===== config.mk =====
export PLATFORM = sky130hd
export DESIGN_NAME = oaht_ctrl
export DESIGN_NICKNAME = d
export VERILOG_FILES = /design/src/rtl/core/oaht_pkg.sv /design/src/rtl/core/oaht_ctrl.sv
export SDC_FILE = /design/constraint.sdc
export NUM_CORES = 1
export LEC_CHECK = 0
export ABC_AREA = 1
export BUFFER_PORTS_ARGS = -buffer_cell sky130_fd_sc_hd__buf_4
export CORE_AREA = 2 2 39 41
export CTS_CLUSTER_SIZE = 8
export DETAILED_ROUTE_END_ITERATION = 6
export DIE_AREA = 0 0 41 43
export PLACE_DENSITY_LB_ADDON = 0.2
export SETUP_SLACK_MARGIN = 0.2
export SLEW_MARGIN = 20
export SYNTH_ARGS = -nofsm -noshare
export SYNTH_HDL_FRONTEND = slang
export SYNTH_SLANG_ARGS = --single-unit

===== constraint.sdc =====
create_clock -name clk -period 1.97 [get_ports clk]
set_input_delay 0.394 -clock clk [delete_from_list [all_inputs] [get_ports clk]]
set_output_delay 0.394 -clock clk [all_outputs]
set_load 0.005 [all_outputs]

===== src/rtl/core/oaht_pkg.sv =====
`timescale 1ns / 1ps
// ----------------------------------------------------------------------------
// oaht_pkg
// Shared types, codes and defaults for the open-addressing hash table.
// ----------------------------------------------------------------------------
package oaht_pkg;

    localparam int DEF_TABLE_DEPTH = 1024;
    localparam int DEF_KEY_WIDTH   = 32;

    localparam int KEY_IN_W   = 32;
    localparam int HASH_W     = 32;
    localparam int SLOT_OUT_W = 10;
    localparam int COUNT_W    = 11;
    localparam int SIZE_REG_W = 11;
    localparam int CFG_IDX_W  = 1;
    localparam int CFG_DATA_W = 11;
    localparam int DIV_CNT_W  = $clog2(HASH_W);

    localparam logic [SIZE_REG_W-1:0] TABLE_SIZE_RESET = 11'd1021;

    typedef enum logic [0:0] {
        OP_INSERT = 1'b0,
        OP_REMOVE = 1'b1
    } opcode_t;

    typedef enum logic [CFG_IDX_W-1:0] {
        REG_TABLE_SIZE = 1'b0,
        REG_PROBE_MODE = 1'b1
    } reg_index_t;

    typedef enum logic [1:0] {
        MARK_EMPTY    = 2'd0,
        MARK_OCCUPIED = 2'd1,
        MARK_DELETED  = 2'd2
    } mark_t;

    typedef enum logic [2:0] {
        ST_CLEAR,
        ST_IDLE,
        ST_DIV,
        ST_START,
        ST_READ,
        ST_CHECK,
        ST_DONE
    } state_t;

    typedef struct packed {
        logic in_ready;
        logic clr_step;
        logic div_step;
        logic probe_init;
        logic probe_rd;
        logic advance;
        logic wr_insert;
        logic wr_delete;
        logic set_result;
        logic res_ok;
        logic load_out;
    } cmd_t;

    typedef struct packed {
        logic    in_valid;
        logic    clr_done;
        logic    div_last;
        logic    slot_empty;
        logic    key_hit;
        logic    probe_last;
        opcode_t op;
        logic    out_busy;
    } status_t;

endpackage


===== src/rtl/core/oaht_ctrl.sv =====
`timescale 1ns / 1ps
// ----------------------------------------------------------------------------
// oaht_ctrl
// Sequencer: clearing pass, home slot division, probe loop, result hand-off.
// ----------------------------------------------------------------------------
module oaht_ctrl (
    input  logic              clk,
    input  logic              rst_n,
    input  oaht_pkg::status_t status,
    output oaht_pkg::cmd_t    cmd
);

    import oaht_pkg::*;

    state_t state_reg;
    state_t state_next;

    always_ff @(posedge clk or negedge rst_n)
    begin
        if (!rst_n)
        begin
            state_reg <= ST_CLEAR;
        end
        else
        begin
            state_reg <= state_next;
        end
    end

    always_comb
    begin
        state_next = state_reg;
        cmd        = '0;
        case (state_reg)
            ST_CLEAR:
            begin
                cmd.clr_step = 1'b1;
                if (status.clr_done)
                begin
                    state_next = ST_IDLE;
                end
            end
            ST_IDLE:
            begin
                cmd.in_ready = 1'b1;
                if (status.in_valid)
                begin
                    state_next = ST_DIV;
                end
            end
            ST_DIV:
            begin
                cmd.div_step = 1'b1;
                if (status.div_last)
                begin
                    state_next = ST_START;
                end
            end
            ST_START:
            begin
                cmd.probe_init = 1'b1;
                state_next     = ST_READ;
            end
            ST_READ:
            begin
                cmd.probe_rd = 1'b1;
                state_next   = ST_CHECK;
            end
            ST_CHECK:
            begin
                if (status.op == OP_INSERT && status.slot_empty)
                begin
                    cmd.wr_insert  = 1'b1;
                    cmd.set_result = 1'b1;
                    cmd.res_ok     = 1'b1;
                    state_next     = ST_DONE;
                end
                else if (status.op == OP_REMOVE && status.slot_empty)
                begin
                    cmd.set_result = 1'b1;
                    state_next     = ST_DONE;
                end
                else if (status.op == OP_REMOVE && status.key_hit)
                begin
                    cmd.wr_delete  = 1'b1;
                    cmd.set_result = 1'b1;
                    cmd.res_ok     = 1'b1;
                    state_next     = ST_DONE;
                end
                else if (status.probe_last)
                begin
                    cmd.set_result = 1'b1;
                    state_next     = ST_DONE;
                end
                else
                begin
                    cmd.advance = 1'b1;
                    state_next  = ST_READ;
                end
            end
            ST_DONE:
            begin
                if (!status.out_busy)
                begin
                    cmd.load_out = 1'b1;
                    state_next   = ST_IDLE;
                end
            end
            default:
            begin
                state_next = ST_CLEAR;
            end
        endcase
    end

    a_no_accept_in_clear: assert property (@(posedge clk) disable iff (!rst_n)
        state_reg == ST_CLEAR |=> state_reg == ST_CLEAR || state_reg == ST_IDLE)
        else $error("clearing pass left early");

    a_one_write: assert property (@(posedge clk) disable iff (!rst_n)
        $countones({cmd.clr_step, cmd.wr_insert, cmd.wr_delete}) <= 1)
        else $error("conflicting table writes");

    a_result_then_out: assert property (@(posedge clk) disable iff (!rst_n)
        cmd.set_result |=> state_reg == ST_DONE)
        else $error("result not handed on");

endmodule


==> results of run 1 <==
## power by group
group | switching, mW | internal [mW]
Combinational | 0.171 | 0.162
Clock | 0.0308 | 0.0758
Sequential | 0.0714 | 0.0985
Total | 0.273 | 0.336
## cell usage in the layout, fill, tap and decap left out, drive strengths merged
master / Yosys / routed
dfrtp: 3 / 3
dlygate4sd3: 0 / 1
clkbuf: 0 / 4
a21oi: 2 / 2
buf: 1 / 20
or2: 1 / 1
nand3b: 1 / 1
nand3: 4 / 4
nor3: 2 / 2
inv: 9 / 9
nor2: 11 / 11
o21ai: 2 / 2
nand4: 1 / 1
nor3b: 1 / 1
nand2: 8 / 8
## kinds of logic (layout without fill, tap and decap cells)
kind of cell / Yosys count / count (layout) / synth area share (%)
buffers and inverters: 10 / 34 / 13.2
flip-flops: 3 / 3 / 25.6
AO/OA/AOI/OAI: 4 / 4 / 6.83
AND/OR/NAND/NOR: 29 / 29 / 54.3
## final cells by class
type / instances / area, um2
Timing Repair Buffer: 21 / 160
Fill cell: 158 / 887
Inverter: 9 / 33.8
Tap cell: 16 / 20.0
Clock buffer: 4 / 26.3
Sequential cell: 3 / 77.6
Multi-Input combinational cell: 33 / 179
## worst reg2reg max path: stages, from the launching register on
cell and delay, ps:
dfrtp_1 450, nor2_1 210, nand3b_1 100, nand2_1 90
inv_1 40, nand3_1 50, nand2_1 50
## per-stage QoR
stage	hold slack (ps)	cells	power [mW]	cell area (um2)	setup slack (ps)
2_1_floorplan	98.4	46	0.360	293	617
3_3_place_gp	184	81	0.505	458	533
3_5_place_dp	184	81	0.502	458	474
4_1_cts	453	86	0.616	494	223
5_1_grt	485	86	0.685	497	219
6_report	455	86	0.610	497	316
## layer usage
| metal | global-route usage, % | wire length, um | up-vias |
|---|---|---|---|
| met5 | 0 | 0 | - |
| met4 | 8.00 | 0 | 0 |
| met3 | 4.71 | 72 | 0 |
| met2 | 16.6 | 335 | 18 |
| met1 | 12.9 | 339 | 141 |
| li1 | - | - | 189 |
## worst paths after layout
path | from | cells after the start | end | slack [ps]
max | state_reg[1] | 5 | cmd[1] | 320
min | status[0] | 3 | state_reg[2] | 450
max reg2reg | state_reg[0] | 6 | state_reg[0] | 860
min reg2reg | state_reg[1] | 2 | state_reg[2] | 650
max in group asynchronous | rst_n | 2 | state_reg[2] | 1380
min in group asynchronous | rst_n | 2 | state_reg[1] | 490
## timing repair
item                       in CTS  in global routing
hold buffers                    1                  0
setup endpoints to repair       0                  1
hold endpoints to repair        3                  0
gates resized for setup         0                  3
==> reports/metrics.cfg, run 1 <==
[sta]
setup_viol=0
rsz0062_at_grt=no
finClkSkew_ps=1.66
slew_viol_final=0
fin_crit_ps=1650
setup_tns_ps=0
hold_violations=0
layout_worst_path_cycle_share_pct=84.0
worstMarginPinSlew_ps=254
fmax_mhz=604
relSlewSlack_pct=83.1

[route]
wirelength_um=747
antenna_left=0
first_pass_iters=2
drt-initial-drc-count=3
vias=348
routed_via_density=4.05
routedWlPerCell_um=8.69
drc=0

[clock_network]
clk_path_buf_depth=2
root_buffer=clkbuf_4
cts_tree=yes
htree_levels=1
insertion_delay_ps=230
post_cts_buffers=0
cts_buffers=3
clk_pin_slew_ps=40
cts.sinks=3

[logic_synthesis]
ys_types=19
avgSynthCellArea_um2=6.36
async_flop_share_pct=100
ys_seq_area_share_pct=25.6
syn_nets=56
netlist_top_cells_count=nor2_1, nand2_1, inv_1
synth_cells=46
ys_ff_latch=3
netlist.area_leader.share_pct=25.6
netlist_area_um2=293
yosys_warnings=0
yosysTopAreaCell=dfrtp_1
synthMostInstantiatedCell=nor2_1
synth_ff_type=dfrtp_1
synth_edf_count=0
synth_area_leaders=dfrtp_1, nor2_1, nand2_1

[global_route]
grt_pass1_vias=340
grt_usage_pct=11.5
grt_max_degree=9
grt_pass1_wl_mm=1.32
antenna_found_initial=0
overflow=0

[placed_design]
port_buffers=20
dp_hpwl_um=611
gp_congestion=0.821

[cells_and_area]
utilization_pct=35.9
diodes=0
largest_reg_flops=3
area_growth_pct=69.7
final_nets=81
final_layout_size_suffix_gt1_share_pct=47.1

[worst_setup_path]
crit_required_ps=1580
worst-path-max-fanout=6
endpoint_kind=output port
cp_top_family=flip-flops
max_stage_delay_ps=440
cp_slowest_cell=dfrtp_2
worst-path-buf-inv=2
cp.arrival_ps=1260
crit_type=flip-flop to output port
worstPathCellList=inv_2, nand3_4, nor3b_2, or2_1, buf_4
critPathLaunchType=flip-flop

[floorplanning]
initial_core_util_pct=21.2
rows=14
ios=21
fp.dieW_um=41
core_um2=1380
dieArea_um2=1760
chipHeight_um=43

[status]
run_status=finished clean

[power_and_ir_drop]
power.leakage_nw=0.272
pwr_density_cell_nw_per_um2=1230
ir_drop_uv=550

[hold_path]
hold_class=primary input to flip-flop

[flow_run]
maxCapViolCount=0

Power figures use the tool's default switching activity.
==> run 2: changes to the inputs <==
==> constraint.sdc (replaced) <==
create_clock -name clk -period 1.6 [get_ports clk]
set_input_delay 0.32 -clock clk [delete_from_list [all_inputs] [get_ports clk]]
set_output_delay 0.32 -clock clk [all_outputs]
set_load 0.005 [all_outputs]
==> reports/metrics.cfg, run 2 (synthesized netlist as in run 1, its figures left out) <==
[cells_and_area]
final_cell_mix=buf_4, nor2_1, nand2_1
final_layout_size_suffix_gt1_share_pct=64.2  ; +17 points
largest_reg_flops=3  ; unchanged
final_common_cell=buf_4
final_nets=92  ; +14%
area_growth_pct=112
diodes=0  ; unchanged

[worst_setup_path]
worst-path-max-fanout=3  ; -3
r2r_start=state_reg[2]
cp.arrival_ps=1200  ; -60 ps
endpoint=cmd[1]
r2r_setup_slack_ps=310  ; -550 ps
crit_required_ps=1280  ; -300 ps
endpoint_kind=output port
cp-startpoint=state_reg[1]
critPathLaunchType=flip-flop
crit_type=flip-flop to output port
r2r-end=state_reg[0]
reg2regPathDepth=9  ; +3

[route]
routedWlPerCell_um=9.15  ; +5.4%
antenna_left=0  ; unchanged
drt-initial-drc-count=2  ; -1
wirelength_um=888  ; +19%
routed_via_density=4.06  ; +0.38%
vias=394  ; +13%
first_pass_iters=2  ; unchanged
drc=0  ; unchanged

[global_route]
antenna_found_initial=0  ; unchanged
grt_max_degree=5  ; -4
grt_pass1_wl_mm=1.42  ; +7.9%
overflow=0  ; unchanged
grt_usage_pct=12.0  ; +0.59 points
grt_pass1_vias=391  ; +15%

[power_and_ir_drop]
pwr_density_cell_nw_per_um2=1680  ; +37%
ir_drop_uv=668  ; +21%
power.leakage_nw=0.327  ; +21%
power_mw=1.04  ; +71%

[sta]
fin_crit_ps=1520
worstMarginPinSlew_ps=214  ; -39.1 ps
relSlewSlack_pct=85.7  ; +2.6 points
slew_viol_final=0  ; unchanged
setup_viol=0  ; unchanged
fmax_mhz=656
layout_worst_path_cycle_share_pct=95.2
setup_tns_ps=0  ; unchanged
rsz0062_at_grt=yes
hold_violations=0  ; unchanged
setup_ws_ps=76.1  ; -240 ps
finClkSkew_ps=5.14  ; +3.48 ps

[floorplanning]
fp.dieW_um=41  ; unchanged
core_um2=1380  ; unchanged
ios=21  ; unchanged
chipHeight_um=43  ; unchanged
initial_core_util_pct=21.2  ; unchanged
rows=14  ; unchanged
dieArea_um2=1760  ; unchanged

[clock_network]
insertion_delay_ps=230  ; about the same
cts_buffers=3  ; unchanged
cts.sinks=3  ; unchanged
htree_levels=1  ; unchanged
clk_pin_slew_ps=40  ; about the same
root_buffer=clkbuf_4
clk_path_buf_depth=2  ; unchanged
cts_tree=yes

[hold_path]
hold_class=primary input to flip-flop

[placed_design]
pre_cts_slack_ps=177  ; -297 ps
dp_hpwl_um=604  ; -1.2%
gp_congestion=0.821  ; about the same
port_buffers=20  ; unchanged

[status]
run_status=finished clean

[flow_run]
maxCapViolCount=0  ; unchanged

==> run 2: critical path: stages (launching register included) <==
cell and delay (ps):
dfrtp_2 420, inv_2 80, nand3_4 70, nor3b_2 180
or2_1 120, buf_4 100
==> run 2: stage by stage <==
step	hold WS [ps]	std cells	cell area [um2]	util, %
final	388	97	622	44.9
after global placement	110	81	458	33.1
after global routing	405	97	622	44.9
after detailed placement	109	81	458	33.1
after floorplan	24.4	46	293	-
after CTS	378	96	604	43.7
==> run 2: worst min-delay path by stage <==
stage / cells past startpoint / slack (ps) / startpoint / endpoint
2_1_floorplan: 0 / 20 / rst_n / state_reg[0]
3_3_place_gp: 1 / 110 / rst_n / state_reg[0]
3_5_place_dp: 1 / 110 / rst_n / state_reg[2]
4_1_cts: 3 / 380 / status[0] / state_reg[2]
5_1_grt: 3 / 400 / status[0] / state_reg[2]
6_report: 3 / 390 / status[0] / state_reg[2]
==> run 2: where the power goes <==
| part | internal [mW] | switching [mW] | leakage, nW |
|---|---|---|---|
| combinational | 0.390 | 0.335 | 0.279 |
| sequential | 0.124 | 0.0591 | 0.0331 |
| clock | 0.0935 | 0.0397 | 0.0150 |
==> run 2: area by class of cell <==
cell class | instances | area, um2
Fill cell | 146 | 762
Multi-Input combinational cell | 33 | 206
Inverter | 9 | 36.3
Tap cell | 16 | 20.0
Clock buffer | 4 | 26.3
Sequential cell | 3 | 78.8
Timing Repair Buffer | 32 | 254
==> run 2: layer usage <==
layer | share of wire (%) | vias up | track usage, %
met5 | 0 | - | 0
met4 | 0 | 0 | 8.00
met3 | 8.1 | 0 | 3.14
met2 | 47 | 16 | 19.1
met1 | 45 | 167 | 13.2
li1 | - | 211 | -
==> run 2: timing repair <==
item	in CTS	in global routing
endpoints found under the setup margin	11	11
hold buffers	1	0
resized for setup	14	2
pin swaps	2	3
setup buffers	10	1
hold endpoints to repair	3	0
